[config.mk]
export PLATFORM = sky130hd
export DESIGN_NAME = ipv4_tcp_payload_extractor
export DESIGN_NICKNAME = d
export VERILOG_FILES = /design/src/rtl/tpe_pkg.sv /design/src/rtl/ipv4_tcp_payload_extractor.sv /design/src/rtl/tpe_front.sv /design/src/rtl/tpe_queue.sv
export SDC_FILE = /design/constraint.sdc
export NUM_CORES = 1
export LEC_CHECK = 0
export ABC_AREA = 1
export ABC_CLOCK_PERIOD_IN_PS = 3050
export BUFFER_PORTS_ARGS = -buffer_cell sky130_fd_sc_hd__buf_2
export CAP_MARGIN = 20
export CORE_MARGIN = 4
export CORE_UTILIZATION = 50
export CTS_BUF_LIST = sky130_fd_sc_hd__clkbuf_8
export DETAILED_ROUTE_END_ITERATION = 7
export PLACE_DENSITY = 0.74
export SLEW_MARGIN = 20
export SYNTH_ARGS = -nofsm -noshare
export SYNTH_HDL_FRONTEND = slang
export SYNTH_SLANG_ARGS = --single-unit
[constraint.sdc]
create_clock -name i_clk -period 3.05 [get_ports i_clk]
set_input_delay 0.4575 -clock i_clk [delete_from_list [all_inputs] [get_ports i_clk]]
set_output_delay 0.4575 -clock i_clk [all_outputs]
set_load 0.01 [all_outputs]
[src/rtl/tpe_pkg.sv]
`default_nettype none

package tpe_pkg;

    localparam int unsigned BYTE_W      = 8;
    localparam int unsigned OFFSET_W    = 16;
    localparam int unsigned HDR_W       = 6;
    localparam int unsigned SUM_W       = HDR_W + 1;
    localparam int unsigned FIFO_DEPTH  = 4;
    localparam int unsigned FIFO_AW     = $clog2(FIFO_DEPTH);
    localparam int unsigned FIFO_CW     = $clog2(FIFO_DEPTH + 1);

    localparam logic [3:0]          IHL_MASK    = 4'd15;
    localparam logic [SUM_W-1:0]    TCP_OFF_POS = SUM_W'(12);
    localparam logic [SUM_W-1:0]    MIN_HDR     = SUM_W'(20);
    localparam logic [OFFSET_W-1:0] OFF_VER     = OFFSET_W'(0);
    localparam logic [OFFSET_W-1:0] OFF_LEN_HI  = OFFSET_W'(2);
    localparam logic [OFFSET_W-1:0] OFF_LEN_LO  = OFFSET_W'(3);

    typedef struct packed {
        logic [BYTE_W-1:0] payload_byte;
        logic              payload_last;
        logic              header_error;
    } t_result;

endpackage

`default_nettype wire

[src/rtl/ipv4_tcp_payload_extractor.sv]
// Channel   Handshake         Accepted when        Word
// input     i_push / o_full   i_push && !o_full    i_stream_byte
// result    o_empty / i_pop   i_pop && !o_empty    o_payload_byte, o_payload_last, o_header_error
//
// One stream byte is taken every cycle while the result queue has room.
// The parser settles each byte in the cycle it is taken; any result word is
// registered into the result queue and reaches the result ports once older words are popped.
// The four-entry result queue lets the consumer stall without stopping input
// until it fills. Reset is synchronous, active low, and empties the queue.
`default_nettype none

module ipv4_tcp_payload_extractor (
    input  wire logic       i_clk,
    input  wire logic       i_rst_n,
    input  wire logic       i_push,
    output logic            o_full,
    input  wire logic [7:0] i_stream_byte,
    input  wire logic       i_pop,
    output logic            o_empty,
    output logic [7:0]      o_payload_byte,
    output logic            o_payload_last,
    output logic            o_header_error
);
    import tpe_pkg::*;

    logic    accept;
    logic    res_valid;
    t_result res;
    t_result head;

    assign accept = i_push && !o_full;

    tpe_front u_front (
        .i_clk          (i_clk),
        .i_rst_n        (i_rst_n),
        .i_accept       (accept),
        .i_stream_byte  (i_stream_byte),
        .o_result       (res),
        .o_result_valid (res_valid)
    );

    tpe_queue u_queue (
        .i_clk     (i_clk),
        .i_rst_n   (i_rst_n),
        .i_wr_en   (res_valid),
        .i_wr_data (res),
        .i_rd_en   (i_pop),
        .o_rd_data (head),
        .o_empty   (o_empty),
        .o_full    (o_full)
    );

    assign o_payload_byte = head.payload_byte;
    assign o_payload_last = head.payload_last;
    assign o_header_error = head.header_error;

endmodule

`default_nettype wire

[src/rtl/tpe_front.sv]
`default_nettype none

module tpe_front (
    input  wire logic                 i_clk,
    input  wire logic                 i_rst_n,
    input  wire logic                 i_accept,
    input  wire logic [7:0]           i_stream_byte,
    output tpe_pkg::t_result          o_result,
    output logic                      o_result_valid
);
    import tpe_pkg::*;

    logic [OFFSET_W-1:0] r_offset, n_offset;
    logic [OFFSET_W-1:0] r_total, n_total;
    logic [HDR_W-1:0]    r_ip_hdr, n_ip_hdr;
    logic [HDR_W-1:0]    r_tcp_hdr, n_tcp_hdr;
    logic                r_skipping, n_skipping;

    logic [OFFSET_W:0]   offset_inc;
    logic [SUM_W-1:0]    ip_sum_min;
    logic [SUM_W-1:0]    ip_tcp_pos;
    logic [SUM_W-1:0]    hdr_sum;
    logic [HDR_W-1:0]    tcp_new;
    logic [SUM_W-1:0]    ip_tcp_new;

    assign offset_inc = {1'b0, r_offset} + 17'd1;
    assign ip_sum_min = {1'b0, r_ip_hdr} + MIN_HDR;
    assign ip_tcp_pos = {1'b0, r_ip_hdr} + TCP_OFF_POS;
    assign hdr_sum    = {1'b0, r_ip_hdr} + {1'b0, r_tcp_hdr};
    assign tcp_new    = {i_stream_byte[7:4], 2'b00};
    assign ip_tcp_new = {1'b0, r_ip_hdr} + {1'b0, tcp_new};

    always_comb begin
        n_offset       = r_offset;
        n_total        = r_total;
        n_ip_hdr       = r_ip_hdr;
        n_tcp_hdr      = r_tcp_hdr;
        n_skipping     = r_skipping;
        o_result_valid = 1'b0;
        o_result       = '0;
        if (i_accept) begin
            if (r_offset == OFF_VER) begin
                n_ip_hdr   = {i_stream_byte[3:0] & IHL_MASK, 2'b00};
                n_tcp_hdr  = '0;
                n_total    = '0;
                n_skipping = 1'b0;
            end else if (r_offset == OFF_LEN_HI) begin
                n_total = {i_stream_byte, 8'h00};
            end else if (r_offset == OFF_LEN_LO) begin
                n_total = {r_total[15:8], i_stream_byte};
                if (({1'b0, r_ip_hdr} < MIN_HDR) ||
                    (n_total < OFFSET_W'(ip_sum_min))) begin
                    o_result_valid      = 1'b1;
                    o_result.header_error = 1'b1;
                    n_skipping          = 1'b1;
                end
            end else if (!r_skipping) begin
                if (r_tcp_hdr == '0) begin
                    if (r_offset == OFFSET_W'(ip_tcp_pos)) begin
                        n_tcp_hdr = tcp_new;
                        if (({1'b0, tcp_new} < MIN_HDR) ||
                            (r_total < OFFSET_W'(ip_tcp_new))) begin
                            o_result_valid        = 1'b1;
                            o_result.header_error = 1'b1;
                            n_skipping            = 1'b1;
                        end
                    end
                end else if ((r_offset >= OFFSET_W'(hdr_sum)) && (r_offset < r_total)) begin
                    o_result_valid        = 1'b1;
                    o_result.payload_byte = i_stream_byte;
                    o_result.payload_last = (offset_inc == {1'b0, r_total});
                end
            end
            if ((r_offset >= OFF_LEN_LO) && (offset_inc >= {1'b0, n_total})) begin
                n_offset = '0;
            end else begin
                n_offset = offset_inc[OFFSET_W-1:0];
            end
        end
    end

    always_ff @(posedge i_clk) begin
        if (!i_rst_n) begin
            r_offset   <= '0;
            r_total    <= '0;
            r_ip_hdr   <= '0;
            r_tcp_hdr  <= '0;
            r_skipping <= 1'b0;
        end else begin
            r_offset   <= n_offset;
            r_total    <= n_total;
            r_ip_hdr   <= n_ip_hdr;
            r_tcp_hdr  <= n_tcp_hdr;
            r_skipping <= n_skipping;
        end
    end

endmodule

`default_nettype wire

[src/rtl/tpe_queue.sv]
`default_nettype none

module tpe_queue (
    input  wire logic                 i_clk,
    input  wire logic                 i_rst_n,
    input  wire logic                 i_wr_en,
    input  wire tpe_pkg::t_result     i_wr_data,
    input  wire logic                 i_rd_en,
    output tpe_pkg::t_result          o_rd_data,
    output logic                      o_empty,
    output logic                      o_full
);
    import tpe_pkg::*;

    t_result             r_mem [FIFO_DEPTH];
    logic [FIFO_AW-1:0]  r_wr_ptr, n_wr_ptr;
    logic [FIFO_AW-1:0]  r_rd_ptr, n_rd_ptr;
    logic [FIFO_CW-1:0]  r_count, n_count;
    logic                do_wr;
    logic                do_rd;

    assign o_empty   = (r_count == '0);
    assign o_full    = (r_count == FIFO_CW'(FIFO_DEPTH));
    assign do_wr     = i_wr_en && !o_full;
    assign do_rd     = i_rd_en && !o_empty;
    assign o_rd_data = r_mem[r_rd_ptr];

    always_comb begin
        n_wr_ptr = do_wr ? r_wr_ptr + FIFO_AW'(1) : r_wr_ptr;
        n_rd_ptr = do_rd ? r_rd_ptr + FIFO_AW'(1) : r_rd_ptr;
        n_count  = r_count;
        if (do_wr && !do_rd) begin
            n_count = r_count + FIFO_CW'(1);
        end else if (do_rd && !do_wr) begin
            n_count = r_count - FIFO_CW'(1);
        end
    end

    always_ff @(posedge i_clk) begin
        if (do_wr) begin
            r_mem[r_wr_ptr] <= i_wr_data;
        end
    end

    always_ff @(posedge i_clk) begin
        if (!i_rst_n) begin
            r_wr_ptr <= '0;
            r_rd_ptr <= '0;
            r_count  <= '0;
        end else begin
            r_wr_ptr <= n_wr_ptr;
            r_rd_ptr <= n_rd_ptr;
            r_count  <= n_count;
        end
    end

endmodule

`default_nettype wire

-- Word level (Yosys, flattened, before mapping)
Memory sizes are Yosys's and may differ from the RTL's. A register that Yosys moved wholly into a read port is not among the register bits.
Cells that the tools add are included.
- register bits after elaboration: 50
- memory bits (writable): 40
- input port bits: 12
- word-level logic and storage cells: 98
- memories kept: 1
- memories (name ; words ; bits a word ; rd ports ; clocked after Yosys merged registers in ; write ports ; RTL line ; RTL):
    u_queue.r_mem ; 4 ; 10 ; 1 ; 1 ; 1 ; tpe_queue.sv:15 ; t_result r_mem [FIFO_DEPTH];
- add/sub/neg operators: 9
- order comparisons: 8
- equal/unequal tests: 9
- mux-type cells: 41
- reductions and logical operators: 22
- operators with widths (operator ; count):
    $mux 16 ; 4
    $mux 10 ; 4
    $mux 6 ; 6
    $eq 16x2->1 const B ; 2
    $lt 16x7->1 ; 2
    $mux 9 ; 3
    $mux 1 ; 19
    $add 16x1->17 const B ; 1
    $eq 17x16->1 ; 1
    $ge 17x16->1 ; 1
    $eq 16x7->1 ; 1
    $ge 16x2->1 const B ; 1
    $ge 16x7->1 ; 1
    $logic_not 16->1 ; 1
    $lt 16x16->1 ; 1
    $add 6x6->7 ; 2
    $lt 6x5->1 const B ; 2
    $mux 8 ; 1
    $add 6x4->7 const B ; 1
    $add 6x5->7 const B ; 1
    $logic_and 1x1->1 ; 7
    $logic_not 6->1 ; 1
    $mux 3 ; 2
    $reduce_and 6->1 ; 1
    other kinds (14) ; 23

-- Depth between registers and ports, before layout
Gate-level depths: netlist of the first run.
- depth after elaboration: 16
- gate-level depth with buffers: 23
- gate-level depth less buffers: 23

-- Hierarchy
From an unflattened synthesis of the first run, not the netlist that was laid out.
- cells, all modules: 825
- area, all modules: 6266.0 um2
- by module, submodules not included (module ; times used ; cells each ; area each (um2) ; sequential area each (um2)):
    tpe_front ; 1 ; 656 ; 4271.6 ; 820.8
    tpe_queue ; 1 ; 167 ; 1984.4 ; 1381.3
    ipv4_tcp_payload_extractor ; 1 ; 2 ; 10.0 ; 0.0

-- Worst setup path after synthesis of the first run
OpenSTA, ideal clock, no wires.
- kind: input-to-reg
- start: input port i_stream_byte[4]
- end: register u_queue.r_count[2]
- library setup time: 122 ps
- arrival time: 3223 ps
- data required time: 2928 ps
- path slack: -295 ps
- stages on the path: 22
- buffers on the path: 0
- path through: ha_1 fa_1 nand2_1 nand2_1 a21oi_1 ha_1 nand2_1 nor2_1 nor3_1 nand3_1 nand2_1 nand3_1 nand2_1 nand2_2 nand2_4 ha_1 inv_1 fa_1 a21oi_1 o21ai_0 o21ai_0 a21oi_1
- longest elaborated chain between the ends: 15
- ends and longest elaborated chain (element ; RTL line ; RTL):
    start, declared ; ipv4_tcp_payload_extractor.sv:17 ; input wire logic [7:0] i_stream_byte,
    $add 6x6->7 ; tpe_front.sv:31 ; assign ip_tcp_new = {1'b0, r_ip_hdr} + {1'b0, tcp_new};
    $lt 16x7->1 ; tpe_front.sv:62 ; (r_total < OFFSET_W'(ip_tcp_new))) begin
    $logic_or 1x1->1 ; tpe_front.sv:61 ; if (({1'b0, tcp_new} < MIN_HDR) ||
    $mux 1 ; tpe_front.sv:61 ;
    $mux 1 ; tpe_front.sv:59 ; if (r_offset == OFFSET_W'(ip_tcp_pos)) begin
    $mux 1 ; tpe_front.sv:58 ; if (r_tcp_hdr == '0) begin
    $mux 1 ; tpe_front.sv:57 ; end else if (!r_skipping) begin
    $mux 1 (*) ; tpe_front.sv:49 ; end else if (r_offset == OFF_LEN_LO) begin
    $mux 1 (*) ; tpe_front.sv:47 ; end else if (r_offset == OFF_LEN_HI) begin
    $mux 1 (*) ; tpe_front.sv:42 ; if (r_offset == OFF_VER) begin
    $mux 1 (*) ; tpe_front.sv:41 ; if (i_accept) begin
    $logic_and 1x1->1 (*) ; tpe_queue.sv:24 ; assign do_wr = i_wr_en && !o_full;
    named net u_queue.do_wr ; tpe_queue.sv:19 ; logic do_wr;
    $logic_not 1->1 ; tpe_queue.sv:34 ; end else if (do_rd && !do_wr) begin
    $logic_and 1x1->1 ; tpe_queue.sv:34 ;
    $reduce_bool 2->1 (no line) ; - ;
    end signal, assigned ; tpe_queue.sv:53 ; r_count <= n_count;
    end, declared ; tpe_queue.sv:18 ; logic [FIFO_CW-1:0] r_count, n_count;
Mark *: on every way through the listed nets, which the timed path passes. The rest lies on a longest branch.
A chain may end at the register's enable or synchronous reset.

-- Worst setup path after layout of the first run
- start: register u_front.r_ip_hdr[4]
- end: register u_queue.r_count[2]
- longest elaborated chain between the ends: 15
- ends and longest elaborated chain (element ; RTL line ; RTL):
    start, declared ; tpe_front.sv:15 ; logic [HDR_W-1:0] r_ip_hdr, n_ip_hdr;
    start signal, assigned ; tpe_front.sv:92 ; r_ip_hdr <= n_ip_hdr;
    $add 6x6->7 ; tpe_front.sv:31 ;
    $lt 16x7->1 ; tpe_front.sv:62 ;
    $logic_or 1x1->1 ; tpe_front.sv:61 ;
    $mux 1 ; tpe_front.sv:61 ;
    $mux 1 ; tpe_front.sv:59 ;
    $mux 1 ; tpe_front.sv:58 ;
    $mux 1 ; tpe_front.sv:57 ;
    $mux 1 (*) ; tpe_front.sv:49 ;
    $mux 1 (*) ; tpe_front.sv:47 ;
    $mux 1 (*) ; tpe_front.sv:42 ;
    $mux 1 (*) ; tpe_front.sv:41 ;
    $logic_and 1x1->1 (*) ; tpe_queue.sv:24 ;
    named net u_queue.do_wr ; tpe_queue.sv:19 ;
    $logic_not 1->1 ; tpe_queue.sv:34 ;
    $logic_and 1x1->1 ; tpe_queue.sv:34 ;
    $reduce_bool 2->1 (no line) ; - ;
Marked as above.

==> metrics.log, run 1 <==
[metrics] count of hold buffers inserted by post-cts repair: 0
[metrics] first-pass GRT wire length: 26200 um
[metrics] core area: around 13000 sq um
[metrics] NumNets Final: 975
[metrics] cell with the most instances on the worst path: o21ai_1
[metrics] maximum clock skew at final layout: 0.0115 ns
[metrics] Crit-path slowest cell: dfxtp_2
[metrics] count of port buffers added during placement: 23
[metrics] Post-Syn Nets: 878
[metrics] total via count after detailed routing: 5766
[metrics] Post-Syn Area: 6380 sq um
[metrics] clk root buf: clkbuf_8
[metrics] Gate Count Post-Synth: 800
[metrics] final-report setup violation count: 2
[metrics] Slew Limit Headroom: 51.0%
[metrics] DR iter-0 viols: 484
[metrics] final standard cell area without fillers: roughly 7700 sq um
[metrics] Inserted Clock Buffers: 9
[metrics] failing checks: setup timing
[metrics] reg-to-reg setup timing slack: -0.11 ns
[metrics] Max-cap violations: 0
[metrics] antenna-violating nets left: 0
[metrics] count of final hold-check violations: 0
[metrics] Reg clk slew, reported paths: 0.09 ns
[metrics] Peak Freq: 316 MHz
[metrics] final critical-path share of the clock period: 104%
[metrics] cell-by-cell listing of the critical path: buf_4, ha_1, nand2_1, nand3_2, xnor2_2, ha_1, a21oi_2, o21ai_1, nor2_1, o21ai_1, nand2_1, inv_2, nand2_4, inv_2, nand2_2, nand2_4, ha_4, inv_2, fa_2, a21oi_2, o21ai_1, o21ai_1, a21oi_1
[metrics] final std cells w/o fill: approximately 1.1k
[metrics] highest net fanout along the worst path: 4
[metrics] maximum cell stage delay along the critical path: 0.34 ns
[metrics] overall routed net length: 16400 um
[metrics] Total Die Area: between 10000 and 15000 sq um
[metrics] library cell with the largest summed area after synthesis: edfxtp_1
[metrics] later-pin clock latency in the skew report: about 0.4 ns
[metrics] wire length per cell after detailed routing: 15.3 um
[metrics] maximum count of clock buffers along a single path: 2
[metrics] Initial Utilization: 50.8%
[metrics] largest net degree at the start of global routing: 31
[metrics] count of boundary I/O pins: 24
[metrics] DRC violations left: 0
[metrics] Worst-Margin Slew: 0.725 ns
[metrics] floorplan die height: 121 um
[metrics] GRT Util Overall: 22.9%
[metrics] setup repair after global routing missed its margin: true
[metrics] Post-Place Cell Area: 7220 sq um
[metrics] share of the synthesized area in the top cell type: 18.8%
[metrics] number of global-route vias before repair: 5387
[metrics] number of storage elements in the synthesis netlist: 90
[metrics] final core utilization: slightly above 60%
[metrics] status: finished, violations left
[metrics] classification of the worst-slack hold path: in -> reg
[metrics] critical path required time: 3.34 ns
[metrics] Inst Count DP: 1047
[metrics] library cells used by synthesis: 50
[metrics] antenna cell count: 0
[metrics] maximum vdd drop: 0.324 mV
[metrics] TritonCTS clock tree: done
[metrics] fraction of final layout cells sized beyond drive strength 1: about a quarter
[metrics] family with the most delay on the worst path: adder cells
[metrics] Syn-to-layout area delta: 20.9%
[metrics] cell row count: 41
[metrics] arrival time at the worst endpoint: 3.45 ns
[metrics] post-DR vias/cell: 5.37
[metrics] CTS sink cnt: 90
[metrics] crit path launch type: flop
[metrics] type of element capturing the critical path: flop
[metrics] placer congestion estimate: 0.984
[metrics] share of the yosys chip area belonging to registers: 34.5%
[metrics] Die Span X: around 120 um
[metrics] buffering stage count on the worst path with inverters included: 4
[metrics] Setup WS post-layout: -0.111 ns
[metrics] pwr dens: approximately 600 nW/um^2
[metrics] leakage: between 0.003 and 0.004 uW
[metrics] biggest area contributors in the synthesized netlist: edfxtp_1 (19%), dfxtp_1 (16%), ha_1 (12%)
[metrics] fill cell count: between 1k and 1.5k
[metrics] overall overflow remaining after global route: 0
[metrics] time the final worst path needs with I/O delays and setup: between 3 and 4 ns
[metrics] fin. max-slew vios: 0
[metrics] average footprint of a synthesized cell: 7.98 sq um
[metrics] htree depth: 3
[metrics] worst setup path category: reg -> reg
[metrics] number of antenna violations at the first check in global routing: 0
[metrics] yosys warns: 0
[metrics] post-route setup TNS: -0.154 ns
[metrics] Pre-antenna DRT Iters: 5
[metrics] sum of net half-perimeters after detailed placement: 12200 um
[layout make-up]
type,count,area [sq um],share of cell area [%]
multi-input cells,582,3830,49.6
flip-flops and latches,90,2220,28.7
repair buffers,109,838,10.9
inverters,105,399,5.17
well taps,172,215,2.79
clock buffers,9,124,1.60
clock inverters,7,92.6,1.20
[per-stage QoR]
| stage | hold WS [ns] | power (uW) | setup slack, ns |
|---|---|---|---|
| 3_5_place_dp | 0.465 | 3620 | -0.513 |
| 6_report | 0.424 | 4680 | -0.111 |
| 2_1_floorplan | 0.436 | 2940 | -0.0922 |
| 3_3_place_gp | 0.455 | 3580 | -0.453 |
| 5_1_grt | 0.449 | 5050 | -0.410 |
| 4_1_cts | 0.401 | 4530 | -0.128 |
[where the power goes]
group / switching (uW) / total [uW] / internal, uW
logic: 1360 / 2260 / 900
clock network: 438 / 899 / 461
registers: 124 / 1520 / 1400
total: 1920 / 4680 / 2760
[cell usage after synthesis, drive strengths merged]
cell type	count
a211oi	4
a21boi	1
a21o	1
a21oi	65
a22oi	8
buf	13
clkbuf	12
clkinv	1
dfxtp	50
edfxtp	40
fa	3
ha	63
inv	104
mux2	1
nand2	136
nand3	47
nand3b	1
nand4	22
nor2	97
nor3	16
nor4	2
nor4b	1
o211ai	9
o21a	1
o21ai	67
o21bai	1
o22ai	11
o31a	1
or2	2
xnor2	7
xor2	13
[worst register-to-register path: cells and delay by family, from the launching register on]
family                   cells  cell delay [ns]
XOR/XNOR                     1             0.14
AO/OA/AOI/OAI                7             0.69
flip-flops                   1             0.34
buffers and inverters        4             0.31
AND/OR/NAND/NOR              7             0.53
adder cells (fa/ha/maj)      4             1.08
[timing repair]
action | in CTS | in global routing
pin swaps | 7 | 10
resized for setup | 6 | 39
setup endpoints to repair | 2 | 71
gates cloned | 0 | 3
setup buffers | 1 | 7
[state kept, by name (all words and copies together), names as in the netlist, named ones only]
register,flops
u_queue.r_mem,40
u_front.r_offset,16
u_front.r_total,16
u_front.r_ip_hdr,4
u_front.r_tcp_hdr,4
u_queue.r_count,3
u_queue.r_rd_ptr,2
u_queue.r_wr_ptr,2
u_front.r_skipping,1
[per-layer routing]
metal  vias to the layer above  track usage (%)  part of all wire [%]
met2                       197             36.1                    46
met1                      2604             29.6                    43
met4                         0             12.3                   4.6
met3                        56             4.43                   6.3
li1                       2909                -                     -
met5                         -                0                     0
[logic make-up after synthesis]
logic type,Yosys count,share of synthesized area [%]
XOR/XNOR,20,2.98
AND/OR/NAND/NOR,324,24.9
multiplexers,1,0.176
AO/OA/AOI/OAI,169,15.7
flip-flops,90,34.5
adder cells (fa/ha/maj),66,13.3
buffers and inverters,130,8.51
[cells in the final DEF, fill, tap and decap left out, types with 4 or more instances in the layout]
cell and instances:
nand2_1 120, inv_1 92, nor2_1 82, buf_4 76, ha_1 59, a21oi_1 51, o21ai_0 51, dfxtp_1 41
edfxtp_1 40, nand3_1 30, buf_2 23, nand4_1 22, nand3_2 15, nor3_1 15, a21oi_2 14, o21ai_1 14
inv_2 13, nand2_2 11, xor2_1 11, o22ai_1 11, clkbuf_8 9, nor2_4 7, a22oi_1 7, dfxtp_2 7
xnor2_1 6, buf_6 6, nor2_2 5, o211ai_1 5, nand2_4 4, o211ai_2 4, a211oi_1 4
[path summary, 6_finish.rpt]
path	startpoint	end	cells past startpoint
hold reg to reg	u_queue.r_rd_ptr[1]	flop	2
setup reg to reg	u_front.r_ip_hdr[4]	u_queue.r_count[2]	23
setup / recovery	u_front.r_ip_hdr[4]	u_queue.r_count[2]	23
hold / removal	i_stream_byte[1]	u_front.r_total[9]	3
(Power assumes the default switching activity.)
==> run 2: changes to the inputs <==
Settings changed: ABC_CLOCK_PERIOD_IN_PS 3050 to 3610, PLACE_DENSITY 0.74 to 0.72.
Clock period 3.05 ns to 3.61 ns, I/O delays scaled along.
==> run 2 against run 1 <==
The run now ends clean. Wire length decreased by 4.0%. Design area decreased by 9.1%. Via count decreased by 4.7%. Non-clock buffer count fell by 59. Clock power is 18% lower. Count of clock-buffer cells in the layout rose by 1. Clock skew rose by 0.0047 ns. Sequential share of layout area increased by 2.7 points. First-iteration DRC count down 11%. Utilization fell by 5.6 points.
==> metrics.log, run 2 (synthesis gave the netlist of run 1 again) <==
[metrics] post-route setup TNS: 0 ns (+0.154 ns)
[metrics] type of element capturing the critical path: flop
[metrics] tightest hold margin: 0.476 ns (+0.0524 ns)
[metrics] count of port buffers added during placement: 23 (unchanged)
[metrics] Inserted Clock Buffers: 9 (unchanged)
[metrics] overall routed net length: 15800 um (-4.0%)
[metrics] DR iter-0 viols: 432 (-11%)
[metrics] family with the most delay on the worst path: adder cells
[metrics] count of hold buffers inserted by post-cts repair: 0 (unchanged)
[metrics] count of boundary I/O pins: 24 (unchanged)
[metrics] crit path launch type: flop
[metrics] flip-flop count of the largest register after layout: 40 (unchanged)
[metrics] antenna-violating nets left: 0 (unchanged)
[metrics] NumNets Final: 914 (-6.3%)
[metrics] arrival time at the worst endpoint: 3.68 ns (+0.23 ns)
[metrics] area taken by flip-flops and latches: 2210 sq um (-0.39%)
[metrics] GRT Util Overall: 22.5% (-0.36 points)
[metrics] Peak Freq: 294 MHz (-7.0%)
[metrics] worst setup path category: reg -> reg
[metrics] placer congestion estimate: 0.929 (-5.6%)
[metrics] cell row count: 41 (unchanged)
[metrics] buffering stage count on the worst path with inverters included: 1 (-3)
[metrics] clk root buf: clkbuf_8
[metrics] post-DR vias/cell: 5.43 (+1.1%)
[metrics] count of final hold-check violations: 0 (unchanged)
[metrics] TritonCTS clock tree: done
[metrics] overall overflow remaining after global route: 0 (unchanged)
[metrics] time the final worst path needs with I/O delays and setup: 3.40 ns (+0.236 ns)
[metrics] Reg clk slew, reported paths: 0.09 ns (about the same)
[metrics] largest reg by FF count: u_queue.r_mem
[metrics] cell-by-cell listing of the critical path: ha_4, fa_2, nand2_2, nand2_1, a21oi_2, ha_1, nand2_1, nor2_1, nor3_1, nand3_1, nand2_1, nand3_1, nand2_1, nand2_2, nand2_4, ha_2, inv_2, fa_2, a21oi_2, o21ai_1, o21ai_1, a21oi_1
[metrics] antenna cell count: 0 (unchanged)
[metrics] Total Die Area: 14600 sq um (unchanged)
[metrics] maximum count of clock buffers along a single path: 2 (unchanged)
[metrics] classification of the worst-slack hold path: reg -> reg
[metrics] Die Span X: 121 um (unchanged)
[metrics] biggest registers after layout: u_queue.r_mem x40, u_front.r_offset x16, u_front.r_total x16
[metrics] fill cell count: 1172 (+10%)
[metrics] sum of net half-perimeters after detailed placement: 11600 um (-5.0%)
[metrics] fraction of final layout cells sized beyond drive strength 1: 17.8% (-7.7 points)
[metrics] number of global-route vias before repair: 5224 (-3.0%)
[metrics] largest net degree at the start of global routing: 40 (+29%)
[metrics] Slew Limit Headroom: 51.3% (+0.34 points)
[metrics] first-pass GRT wire length: 25900 um (-1.3%)
[metrics] DRC violations left: 0 (unchanged)
[metrics] Initial Utilization: 50.8% (unchanged)
[metrics] htree depth: 3 (unchanged)
[metrics] Worst-Margin Slew: 0.720 ns (-0.00500 ns)
[metrics] final-report setup violation count: 0 (-2)
[metrics] fin. max-slew vios: 0 (unchanged)
[metrics] later-pin clock latency in the skew report: 0.39 ns (about the same)
[metrics] maximum clock skew at final layout: 0.0162 ns (+0.00468 ns)
[metrics] most common cell after layout, fill and taps aside: nand2_1
[metrics] core area: 12600 sq um (unchanged)
[metrics] most frequent cells in the layout: nand2_1 (121), inv_1 (90), nor2_1 (87), ha_1 (61)
[metrics] Syn-to-layout area delta: 9.98%
[metrics] Max-cap violations: 0 (unchanged)
[metrics] number of antenna violations at the first check in global routing: 0 (unchanged)
[metrics] status: completed
[metrics] maximum vdd drop: 0.286 mV (-12%)
[metrics] total power draw: 3690 uW (-21%)
[metrics] leakage: 0.00311 uW (-10%)
[metrics] total via count after detailed routing: 5497 (-4.7%)
[metrics] multi-input gate area in the final layout: 3670 sq um (-4.2%)
[metrics] highest net fanout along the worst path: 5 (+1)
[metrics] Crit-path slowest cell: fa_2
[metrics] floorplan die height: 121 um (unchanged)
[metrics] Pre-antenna DRT Iters: 5 (unchanged)
[metrics] wire length per cell after detailed routing: 15.6 um (+1.8%)
[metrics] cell with the most instances on the worst path: nand2_1
[metrics] final critical-path share of the clock period: 94.1% (-9.5 points)
[metrics] maximum cell stage delay along the critical path: 0.41 ns (+0.07 ns)
[metrics] CTS sink cnt: 90 (unchanged)
[metrics] critical path required time: 3.90 ns (+0.56 ns)
[metrics] pwr dens: 526 nW/um^2 (-13%)
## run 2: cell type report
cell class	instances	share of cell area, %
inverters	105	5.65
well taps	172	3.07
multi-input cells	580	52.3
repair buffers	50	4.53
flip-flops and latches	90	31.5
clock inverters	6	1.02
clock buffers	10	1.96
## run 2: report_power, final
part	switching [uW]	total [uW]	leakage, uW	internal (uW)
registers	116	1300	0.000749	1180
logic	1040	1660	0.00226	619
clock network	391	738	0.000105	347
## run 2: metal layers
metal | share of wire, % | up-vias | global-route usage (%)
met5 | 0 | - | 0
met4 | 3.9 | 0 | 10.6
met3 | 5.8 | 47 | 4.01
met2 | 46 | 154 | 36.3
met1 | 45 | 2510 | 29.4
li1 | - | 2786 | -
## run 2: repair_timing
action                     CTS  global route
buffers inserted             0             2
setup endpoints to repair    0             2
resized for setup            0            17
## run 2: per-stage QoR
| step | util (%) | worst slack [ns] | cell area [sq um] | std cells |
|---|---|---|---|---|
| after floorplan | - | 0.181 | 6380 | 800 |
| after global placement | 53.7 | -0.117 | 6760 | 995 |
| after detailed placement | 53.7 | -0.151 | 6760 | 995 |
| after CTS | 55.4 | 0.103 | 6960 | 1011 |
| after global routing | 55.9 | -0.00997 | 7020 | 1013 |
| final | 55.9 | 0.213 | 7020 | 1013 |
## run 2: path summary, 6_finish.rpt
kind                       startpoint                  end  slack, ns  cells after the start
setup / recovery  u_front.r_ip_hdr[2]   u_queue.r_count[2]       0.21                     22
hold / removal    u_queue.r_rd_ptr[1]  u_queue.r_rd_ptr[1]       0.48                      2
setup reg to reg  u_front.r_ip_hdr[2]   u_queue.r_count[2]       0.21                     22
hold reg to reg   u_queue.r_rd_ptr[1]  u_queue.r_rd_ptr[1]       0.48                      2
## run 2: worst register-to-register path: stages (launching register included)
cell     delay [ns]
dfxtp_4        0.38
ha_4           0.17
fa_2           0.41
nand2_2        0.08
nand2_1        0.06
a21oi_2        0.13
ha_1           0.23
nand2_1        0.08
nor2_1         0.05
nor3_1         0.17
nand3_1        0.15
nand2_1        0.11
nand3_1        0.08
nand2_1        0.07
nand2_2        0.08
nand2_4        0.07
ha_2           0.17
inv_2          0.05
fa_2           0.39
a21oi_2        0.11
o21ai_1        0.08
o21ai_1        0.13
a21oi_1        0.05
